[src/rtl/core/srt_pkg.sv]
package srt_pkg;

  localparam int unsigned MAX_RECORDS_DEFAULT = 16;
  localparam int unsigned RESULT_LIMIT        = 16;

  localparam logic [1:0] OP_INSERT = 2'd0;
  localparam logic [1:0] OP_LIST   = 2'd1;
  localparam logic [1:0] OP_DELETE = 2'd2;
  localparam logic [1:0] OP_FIND   = 2'd3;

  localparam logic [2:0] ST_OK        = 3'd0;
  localparam logic [2:0] ST_FULL      = 3'd1;
  localparam logic [2:0] ST_EMPTY     = 3'd2;
  localparam logic [2:0] ST_NOT_FOUND = 3'd3;
  localparam logic [2:0] ST_NO_MATCH  = 3'd4;

  // Reciprocal multipliers for exact division by 100 of the birth date
  // and of its quotient.
  localparam logic [33:0] DIV100_MUL_WIDE   = 34'd10995116278;
  localparam logic [25:0] DIV100_MUL_NARROW = 26'd42949673;
  localparam logic [20:0] MONTH_BASE        = 21'd100;

  typedef struct packed {
    logic [1:0]  operation;
    logic [63:0] name_high;
    logic [63:0] name_mid;
    logic [31:0] name_low;
    logic [63:0] phone_high;
    logic [55:0] phone_low;
    logic [26:0] birth_date;
    logic [6:0]  search_month;
  } req_t;

  typedef struct packed {
    logic [63:0] out_name_high;
    logic [63:0] out_name_mid;
    logic [31:0] out_name_low;
    logic [63:0] out_phone_high;
    logic [55:0] out_phone_low;
    logic [26:0] out_birth_date;
    logic [4:0]  record_count;
    logic [2:0]  status;
    logic        last;
  } rsp_t;

  typedef struct packed {
    logic [63:0] name_high;
    logic [63:0] name_mid;
    logic [31:0] name_low;
    logic [63:0] phone_high;
    logic [55:0] phone_low;
    logic [26:0] birth_date;
  } rec_t;

  typedef struct packed {
    rec_t       rec;
    logic [6:0] month;
  } entry_t;

  typedef enum logic [2:0] {
    PTR_HOLD, PTR_LOAD, PTR_CLEAR, PTR_INC, PTR_DEC
  } ptr_op_e;

  typedef enum logic [1:0] {
    RD_SAME, RD_MINUS, RD_PLUS
  } rd_off_e;

  typedef enum logic [1:0] {
    WR_NONE, WR_KEY, WR_RDATA
  } wr_e;

  typedef enum logic [1:0] {
    CNT_HOLD, CNT_INC, CNT_DEC
  } cnt_e;

  typedef enum logic [1:0] {
    EMIT_NONE, EMIT_ZERO, EMIT_KEY, EMIT_HOLD
  } emit_e;

  typedef struct packed {
    logic       key_ld;
    ptr_op_e    ptr_op;
    rd_off_e    rd_off;
    wr_e        wr;
    cnt_e       cnt;
    logic       hold_ld;
    logic       hold_clr;
    logic       match_inc;
    logic       match_clr;
    emit_e      emit;
    logic [2:0] status;
    logic       last;
  } cmd_t;

  typedef struct packed {
    logic count_zero;
    logic count_full;
    logic ptr_zero;
    logic ptr_last;
    logic name_gt;
    logic name_eq;
    logic month_eq;
    logic hold_vld;
    logic match_at_limit;
  } stat_t;

  localparam cmd_t CMD_NOP = '{
    key_ld:    1'b0,
    ptr_op:    PTR_HOLD,
    rd_off:    RD_SAME,
    wr:        WR_NONE,
    cnt:       CNT_HOLD,
    hold_ld:   1'b0,
    hold_clr:  1'b0,
    match_inc: 1'b0,
    match_clr: 1'b0,
    emit:      EMIT_NONE,
    status:    ST_OK,
    last:      1'b0
  };

endpackage

[src/rtl/core/srt_ctrl.sv]
module srt_ctrl
  import srt_pkg::*;
(
  input  logic       clk_i,
  input  logic       rst_ni,
  input  logic       start,
  input  logic [1:0] op_i,
  input  stat_t      stat_i,
  output logic       busy,
  output cmd_t       cmd_o
);

  typedef enum logic [7:0] {
    S_IDLE   = 8'b0000_0001,
    S_MON1   = 8'b0000_0010,
    S_MON2   = 8'b0000_0100,
    S_INS    = 8'b0000_1000,
    S_DFIND  = 8'b0001_0000,
    S_DSHIFT = 8'b0010_0000,
    S_SCAN   = 8'b0100_0000,
    S_SEND   = 8'b1000_0000
  } state_e;

  state_e     state_q, state_d;
  logic [1:0] op_q, op_d;
  logic       match;

  assign busy = (state_q != S_IDLE);

  always_comb begin
    state_d = state_q;
    op_d    = op_q;
    cmd_o   = CMD_NOP;
    match   = (op_q == OP_LIST) || stat_i.month_eq;
    unique case (state_q)
      S_IDLE: begin
        if (start) begin
          op_d = op_i;
          unique case (op_i)
            OP_INSERT: begin
              if (stat_i.count_full) begin
                cmd_o.emit   = EMIT_ZERO;
                cmd_o.status = ST_FULL;
                cmd_o.last   = 1'b1;
              end else begin
                cmd_o.key_ld = 1'b1;
                cmd_o.ptr_op = PTR_LOAD;
                cmd_o.rd_off = RD_MINUS;
                state_d      = S_MON1;
              end
            end
            OP_DELETE: begin
              if (stat_i.count_zero) begin
                cmd_o.emit   = EMIT_ZERO;
                cmd_o.status = ST_EMPTY;
                cmd_o.last   = 1'b1;
              end else begin
                cmd_o.key_ld = 1'b1;
                cmd_o.ptr_op = PTR_CLEAR;
                state_d      = S_DFIND;
              end
            end
            default: begin
              if (stat_i.count_zero) begin
                cmd_o.emit   = EMIT_ZERO;
                cmd_o.status = (op_i == OP_LIST) ? ST_EMPTY : ST_NO_MATCH;
                cmd_o.last   = 1'b1;
              end else begin
                cmd_o.key_ld    = 1'b1;
                cmd_o.ptr_op    = PTR_CLEAR;
                cmd_o.hold_clr  = 1'b1;
                cmd_o.match_clr = 1'b1;
                state_d         = S_SCAN;
              end
            end
          endcase
        end
      end
      S_MON1: begin
        cmd_o.rd_off = RD_MINUS;
        state_d      = S_MON2;
      end
      S_MON2: begin
        cmd_o.rd_off = RD_MINUS;
        state_d      = S_INS;
      end
      S_INS: begin
        // Records with a greater name move up one place until the gap fits.
        if (!stat_i.ptr_zero && stat_i.name_gt) begin
          cmd_o.wr     = WR_RDATA;
          cmd_o.ptr_op = PTR_DEC;
          cmd_o.rd_off = RD_MINUS;
        end else begin
          cmd_o.wr     = WR_KEY;
          cmd_o.cnt    = CNT_INC;
          cmd_o.emit   = EMIT_KEY;
          cmd_o.status = ST_OK;
          cmd_o.last   = 1'b1;
          state_d      = S_IDLE;
        end
      end
      S_DFIND: begin
        if (stat_i.name_eq) begin
          cmd_o.hold_ld = 1'b1;
          cmd_o.rd_off  = RD_PLUS;
          state_d       = S_DSHIFT;
        end else if (stat_i.ptr_last) begin
          cmd_o.emit   = EMIT_ZERO;
          cmd_o.status = ST_NOT_FOUND;
          cmd_o.last   = 1'b1;
          state_d      = S_IDLE;
        end else begin
          cmd_o.ptr_op = PTR_INC;
        end
      end
      S_DSHIFT: begin
        if (!stat_i.ptr_last) begin
          cmd_o.wr     = WR_RDATA;
          cmd_o.ptr_op = PTR_INC;
          cmd_o.rd_off = RD_PLUS;
        end else begin
          cmd_o.cnt    = CNT_DEC;
          cmd_o.emit   = EMIT_HOLD;
          cmd_o.status = ST_OK;
          cmd_o.last   = 1'b1;
          state_d      = S_IDLE;
        end
      end
      S_SCAN: begin
        // A match is parked until the next one shows whether it is the last.
        if (match) begin
          cmd_o.hold_ld   = 1'b1;
          cmd_o.match_inc = 1'b1;
          if (stat_i.hold_vld) begin
            cmd_o.emit   = EMIT_HOLD;
            cmd_o.status = ST_OK;
          end
        end
        if (stat_i.ptr_last || (match && stat_i.match_at_limit)) begin
          state_d = S_SEND;
        end else begin
          cmd_o.ptr_op = PTR_INC;
        end
      end
      S_SEND: begin
        cmd_o.last = 1'b1;
        if (stat_i.hold_vld) begin
          cmd_o.emit   = EMIT_HOLD;
          cmd_o.status = ST_OK;
        end else begin
          cmd_o.emit   = EMIT_ZERO;
          cmd_o.status = ST_NO_MATCH;
        end
        state_d = S_IDLE;
      end
      default: begin
        state_d = S_IDLE;
      end
    endcase
  end

  always_ff @(posedge clk_i or negedge rst_ni) begin
    if (!rst_ni) begin
      state_q <= S_IDLE;
      op_q    <= OP_INSERT;
    end else begin
      state_q <= state_d;
      op_q    <= op_d;
    end
  end

  assert property (@(posedge clk_i) disable iff (!rst_ni)
    (state_q == S_SEND) |=> (state_q == S_IDLE))
    else $error("scan end did not return to idle");

  assert property (@(posedge clk_i) disable iff (!rst_ni)
    (state_q == S_MON1) |-> ($past(state_q) == S_IDLE) && (op_q == OP_INSERT))
    else $error("month preparation entered outside an insert");

  assert property (@(posedge clk_i) disable iff (!rst_ni)
    (cmd_o.emit == EMIT_HOLD) |-> stat_i.hold_vld)
    else $error("held record emitted while none is held");

endmodule

[config.mk]
export PLATFORM = sky130hd
export DESIGN_NAME = srt_ctrl
export DESIGN_NICKNAME = d
export VERILOG_FILES = /design/src/rtl/core/srt_pkg.sv /design/src/rtl/core/srt_ctrl.sv
export SDC_FILE = /design/constraint.sdc
export NUM_CORES = 1
export LEC_CHECK = 0
export BUFFER_PORTS_ARGS = -buffer_cell sky130_fd_sc_hd__buf_2
export CAP_MARGIN = 20
export CORE_ASPECT_RATIO = 1.75
export CORE_MARGIN = 4
export CORE_UTILIZATION = 35
export CTS_CLUSTER_SIZE = 14
export DETAILED_ROUTE_END_ITERATION = 8
export PLACE_DENSITY_LB_ADDON = 0.1
export SLEW_MARGIN = 20
export SYNTH_ARGS = -nofsm -noshare
export SYNTH_HDL_FRONTEND = slang
export SYNTH_SLANG_ARGS = --single-unit
[constraint.sdc]
create_clock -name clk_i -period 4.2 [get_ports clk_i]
set_clock_uncertainty 0.1 [all_clocks]
set_input_delay 0.63 -clock clk_i [delete_from_list [all_inputs] [get_ports clk_i]]
set_output_delay 0.63 -clock clk_i [all_outputs]
set_load 0.05 [all_outputs]
==> flow_summary.ini, run 1 <==
[status]
status = finished clean

[global_route]
grt_max_degree = 11
grt.total_usage_pct = 16.1
grt_overflow = 0
grt_pass1_vias = 925
grt_pass1_wl_microns = 4150
antenna_found_initial = 0

[layout]
mostFrequentLayoutCells = 34 x buf_2, 9 x nor2_1, 9 x inv_1, 9 x dfrtp_1, 7 x nand2_1
area_delta_synth_final_pct = 25.2
fin_nets = 158
stdcell_count = 169
final_cell_area_sq_um = 1140
mostFrequentLayoutCell = buf_2
fill_cells = 264
seq_area_sq_um = 251
antenna_cells = 0
drive_gt1_share_pct = 35.0
multi_input_area_sq_um = 599

[drt]
finalWirelength_microns = 2550
via_per_inst = 5.70
drt_iter0_drc = 17
drc_errors = 0
drtAntennaViolNets = 0
drt_first_pass_iters = 4
num_vias = 964
routedWlPerCell_microns = 15.1

[floorplanning]
rows = 24
core_area_sq_um = 2490
dieArea_sq_um = 3520
die_h_microns = 75.5
pin_count = 35
die_x_microns = 46.6
initial_utilization_pct = 36.6

[clock_network]
clk_pin_slew_worst_paths_ns = 0.05
clk-insertion-delay-late_ns = 0.23
cts-htree-levels = 1
numCtsBuffers = 3
cts_sinks = 10
cts_setup_buffers = 0
cts-root-buf = clkbuf_8
cts_tree = done
cts_hold_buf = 0
cts_buffer_depth = 2
cts_resized = 0

[worst_setup_path]
reg2reg_depth = 4
r2r-start = state_q[2]
cp.depth = 5
worstReg2RegEnd = state_q[1]
endpoint_kind = primary output
rrSetupSlack_ns = 2.11
worstPathMaxFanout = 7
crit_path_start_kind = flip-flop
crit_required_ns = 3.47
slowest_stage = nor4_1
crit_buf_inv = 1
path_cells = nor4_1, nand4_1, o21a_1, nand3_1, buf_2
startpoint = state_q[7]
crit_end = cmd_o[4]
cpPeakStageDelay_ns = 0.92
crit_family = simple AND/OR/NAND/NOR gates
setup.worst_path.class = reg2out
cp.arrival_ns = 2.40

[logic_synthesis]
synth_area_per_cell_sq_um = 8.29
synth_area_leaders = dfrtp_1 25%, nor2b_1 4.1%, inv_1 3.7%, nor2_1 3.7%, dfstp_2 2.9%
yosysTopAreaCell = dfrtp_1
synth.distinct_cells = 46
ys.flop_type = dfrtp_1
synth_seq_cells = 10
synth_nets = 124
syn_area_sq_um = 912
async_flop_share_pct = 100
ys_seq_area_share_pct = 27.6
netlist.area_leader.share_pct = 24.7
postSynthCellCount = 110
ys_warn_count = 0
synth-edff-count = 0

[hold_path]
min_path_type = in2async

[power]
p_leak_nw = 0.609
p_total_w = 0.000639
ir_worst_vdd_mv = 0.435
cellPowerDensity_nw_per_um2 = 560

[sta]
slew_headroom_pct = 28.6
period_minus_slack_ns = 3.13
fin_crit_sh_pct = 74.5
rsz0062_at_grt = no
slew_violations = 0
finalHoldViolations = 0
fmax_ghz = 0.320
worst_pin_slew_ns = 1.06
setup_tns_ns = 0
setup_viol = 0

[place]
dp_cells = 165
io_buffers = 34
dp_hpwl_microns = 2130
placed_cell_area_sq_um = 1090
gp_congestion = 0.858

[flow_run]
cap_violations = 0
==> area by class of cell <==
type	count	share of cell area [%]
Multi-Input combinational cell	86	52.5
Sequential cell	10	22.0
Timing Repair Buffer	34	14.9
Clock buffer	4	4.82
Inverter	9	2.96
Tap cell	26	2.85
==> cell usage after synthesis (all sizes together), types with 2 or more instances <==
master	instances
nand3	4
and3	4
dfrtp	9
nor4b	3
or4b	2
o2111a	2
nor2b	6
a31oi	2
inv	9
nand4	2
nor2	9
mux2	2
o211ai	2
nor4	4
o31ai	3
o21a	2
or4	4
buf	4
nand2b	2
nand2	7
o21ai	4
a21oi	4
==> per-stage QoR <==
step	setup WS, ns	hold slack (ns)	utilization (%)
6_report	1.07	0.145	45.8
5_1_grt	0.881	0.150	45.8
4_1_cts	1.05	0.145	45.8
3_5_place_dp	1.28	0.393	43.6
3_3_place_gp	1.30	0.384	43.6
2_1_floorplan	0.429	0.234	-
==> routing by layer <==
metal  vias to the layer above  wire length (microns)  GRT usage, %
met5                         -                      0             0
met4                         0                     52          4.75
met3                         6                    138          4.02
met2                        33                   1350          28.4
met1                       447                   1000          18.4
li1                        478                      -             -
==> sequential cells by signal, summed over array words and instances (netlist names) <==
signal,count
state_q,8
op_q,2
==> cells by family after synthesis <==
kind of cell / after synthesis / synth area share (%)
flops: 10 / 27.6
compound gates: 27 / 23.9
mux: 2 / 2.47
xor+xnor: 1 / 0.960
buf+inv: 14 / 6.72
simple gates: 56 / 38.4
==> worst min-delay path by stage <==
stage                 endpoint  depth (start not counted)  slack (ns)
floorplan              op_q[0]                          0        0.23
global placement       op_q[1]                          1        0.38
detailed placement     op_q[1]                          1        0.39
CTS                 state_q[7]                          1        0.14
global route        state_q[7]                          1        0.15
finish              state_q[7]                          1        0.14
==> report_power, final <==
group,total [W],switching (W),internal [W]
clock,0.000116,0.0000343,0.0000821
combinational,0.000372,0.000250,0.000123
sequential,0.000151,0.0000268,0.000124
total,0.000639,0.000311,0.000329
==> worst reg2reg max path, cell delays in order (launching register included) <==
cell and delay [ns]:
dfrtp_1 0.45, or4_1 0.69, or2_4 0.33, o311ai_4 0.31, nor4_1 0.09
(Power assumes the default switching activity.)
==> run 2: changes to the inputs <==
Clock period 4.2 ns to 3 ns, I/O delays scaled along.
==> flow_summary.ini, run 2 (synthesized netlist as in run 1, its figures left out) <==
[clock_network]
clk_pin_slew_worst_paths_ns = 0.04
cts_buffer_depth = 2
clk-insertion-delay-late_ns = 0.23
numCtsBuffers = 3
cts_sinks = 10
cts-root-buf = clkbuf_8
cts-htree-levels = 1
cts_tree = done
cts_setup_buffers = 0

[floorplanning]
dieArea_sq_um = 3520
core_area_sq_um = 2490
die_h_microns = 75.5
initial_utilization_pct = 36.6
pin_count = 35
rows = 24
die_x_microns = 46.6

[worst_setup_path]
cp.arrival_ns = 2.25
cpPeakStageDelay_ns = 0.57
crit_required_ns = 2.45
setup.worst_path.class = reg2out
crit_path_start_kind = flip-flop
slowest_stage = or4_4
path_cells = or4_4, or4_4, and3_1, nand2_1, buf_2
crit_buf_inv = 1
worstPathMaxFanout = 7
cp_common_cell = or4_4
crit_family = simple AND/OR/NAND/NOR gates
endpoint_kind = primary output

[drt]
num_vias = 1010
finalWirelength_microns = 2690
routedWlPerCell_microns = 15.6
drt_first_pass_iters = 4
drt_iter0_drc = 17
drc_errors = 0
drtAntennaViolNets = 0
via_per_inst = 5.87

[layout]
mostFrequentLayoutCell = buf_2
stdcell_count = 172
mostFrequentLayoutCells = 34 x buf_2, 9 x nor2_1, 9 x inv_1, 9 x dfrtp_1, 7 x nand2_1
fin_nets = 161
regMostFlops = state_q
area_delta_synth_final_pct = 28.7
final_cell_area_sq_um = 1170
top_regs = state_q x8, op_q x2
largest_reg_flops = 8
antenna_cells = 0
final_util_pct = 47.1
drive_gt1_share_pct = 36.3

[place]
placed_cell_area_sq_um = 1120
io_buffers = 34
dp_cells = 167
gp_congestion = 0.791
pre_cts_slack_ns = 0.446
dp_hpwl_microns = 2240

[sta]
finalHoldViolations = 0
slew_headroom_pct = 66.5
setup_tns_ns = 0
slew_violations = 0
rsz0062_at_grt = no
setup_viol = 0
fmax_ghz = 0.358
worst_pin_slew_ns = 0.498
period_minus_slack_ns = 2.80
fin_crit_sh_pct = 93.2
final.setup.worst_slack_ns = 0.204

[global_route]
grt_max_degree = 11
grt_pass1_wl_microns = 4470
grt_pass1_vias = 1020
grt.total_usage_pct = 17.1
grt_overflow = 0
antenna_found_initial = 0

[power]
p_leak_nw = 0.621
ir_worst_vdd_mv = 0.565
cellPowerDensity_nw_per_um2 = 767

[hold_path]
min_path_type = reg2reg

[status]
status = finished clean

[flow_run]
cap_violations = 0
==> run 2: what timing repair did <==
item,4_1_cts,5_1_grt
resized for setup,0,0
hold buffers,1,0
hold endpoints to repair,9,0
==> run 2: layout make-up <==
| cell class | instances | area [sq um] |
|---|---|---|
| clock buffers | 4 | 45.0 |
| multi-input cells | 86 | 616 |
| well taps | 26 | 32.5 |
| fillers | 267 | 1320 |
| inverters | 9 | 33.8 |
| repair buffers | 37 | 195 |
| flip-flops and latches | 10 | 251 |
==> run 2: metrics by stage <==
| step | power [W] | hold WS (ns) |
|---|---|---|
| global route | 0.000965 | 0.433 |
| floorplan | 0.000628 | 0.0544 |
| detailed placement | 0.000763 | 0.219 |
| finish | 0.000900 | 0.392 |
| CTS | 0.000908 | 0.394 |
| global placement | 0.000762 | 0.215 |
==> run 2: power by group <==
part	total (W)	switching, W	internal (W)	leakage (nW)
Clock	0.000137	0.0000445	0.0000923	0.0228
Sequential	0.000211	0.0000373	0.000173	0.131
Combinational	0.000553	0.000364	0.000189	0.468
Total	0.000900	0.000445	0.000455	0.621
==> run 2: routing by layer <==
metal	track usage, %	vias to the layer above	part of all wire, %
met1	19.0	484	37
li1	-	485	-
met3	3.78	6	6.1
met4	4.75	0	2.2
met5	0	-	0
met2	31.3	35	54
==> run 2: final timing paths <==
kind                            start    endpoint  slack, ns  cells past startpoint
max                        state_q[7]   cmd_o[14]       0.20                      5
max reg2reg                state_q[2]  state_q[4]       0.91                      4
min reg2reg                   op_q[1]     op_q[1]       0.39                      1
max in group asynchronous      rst_ni  state_q[0]       2.04                      2
min in group asynchronous      rst_ni     op_q[0]       0.51                      2
min                           op_q[1]     op_q[1]       0.39                      1
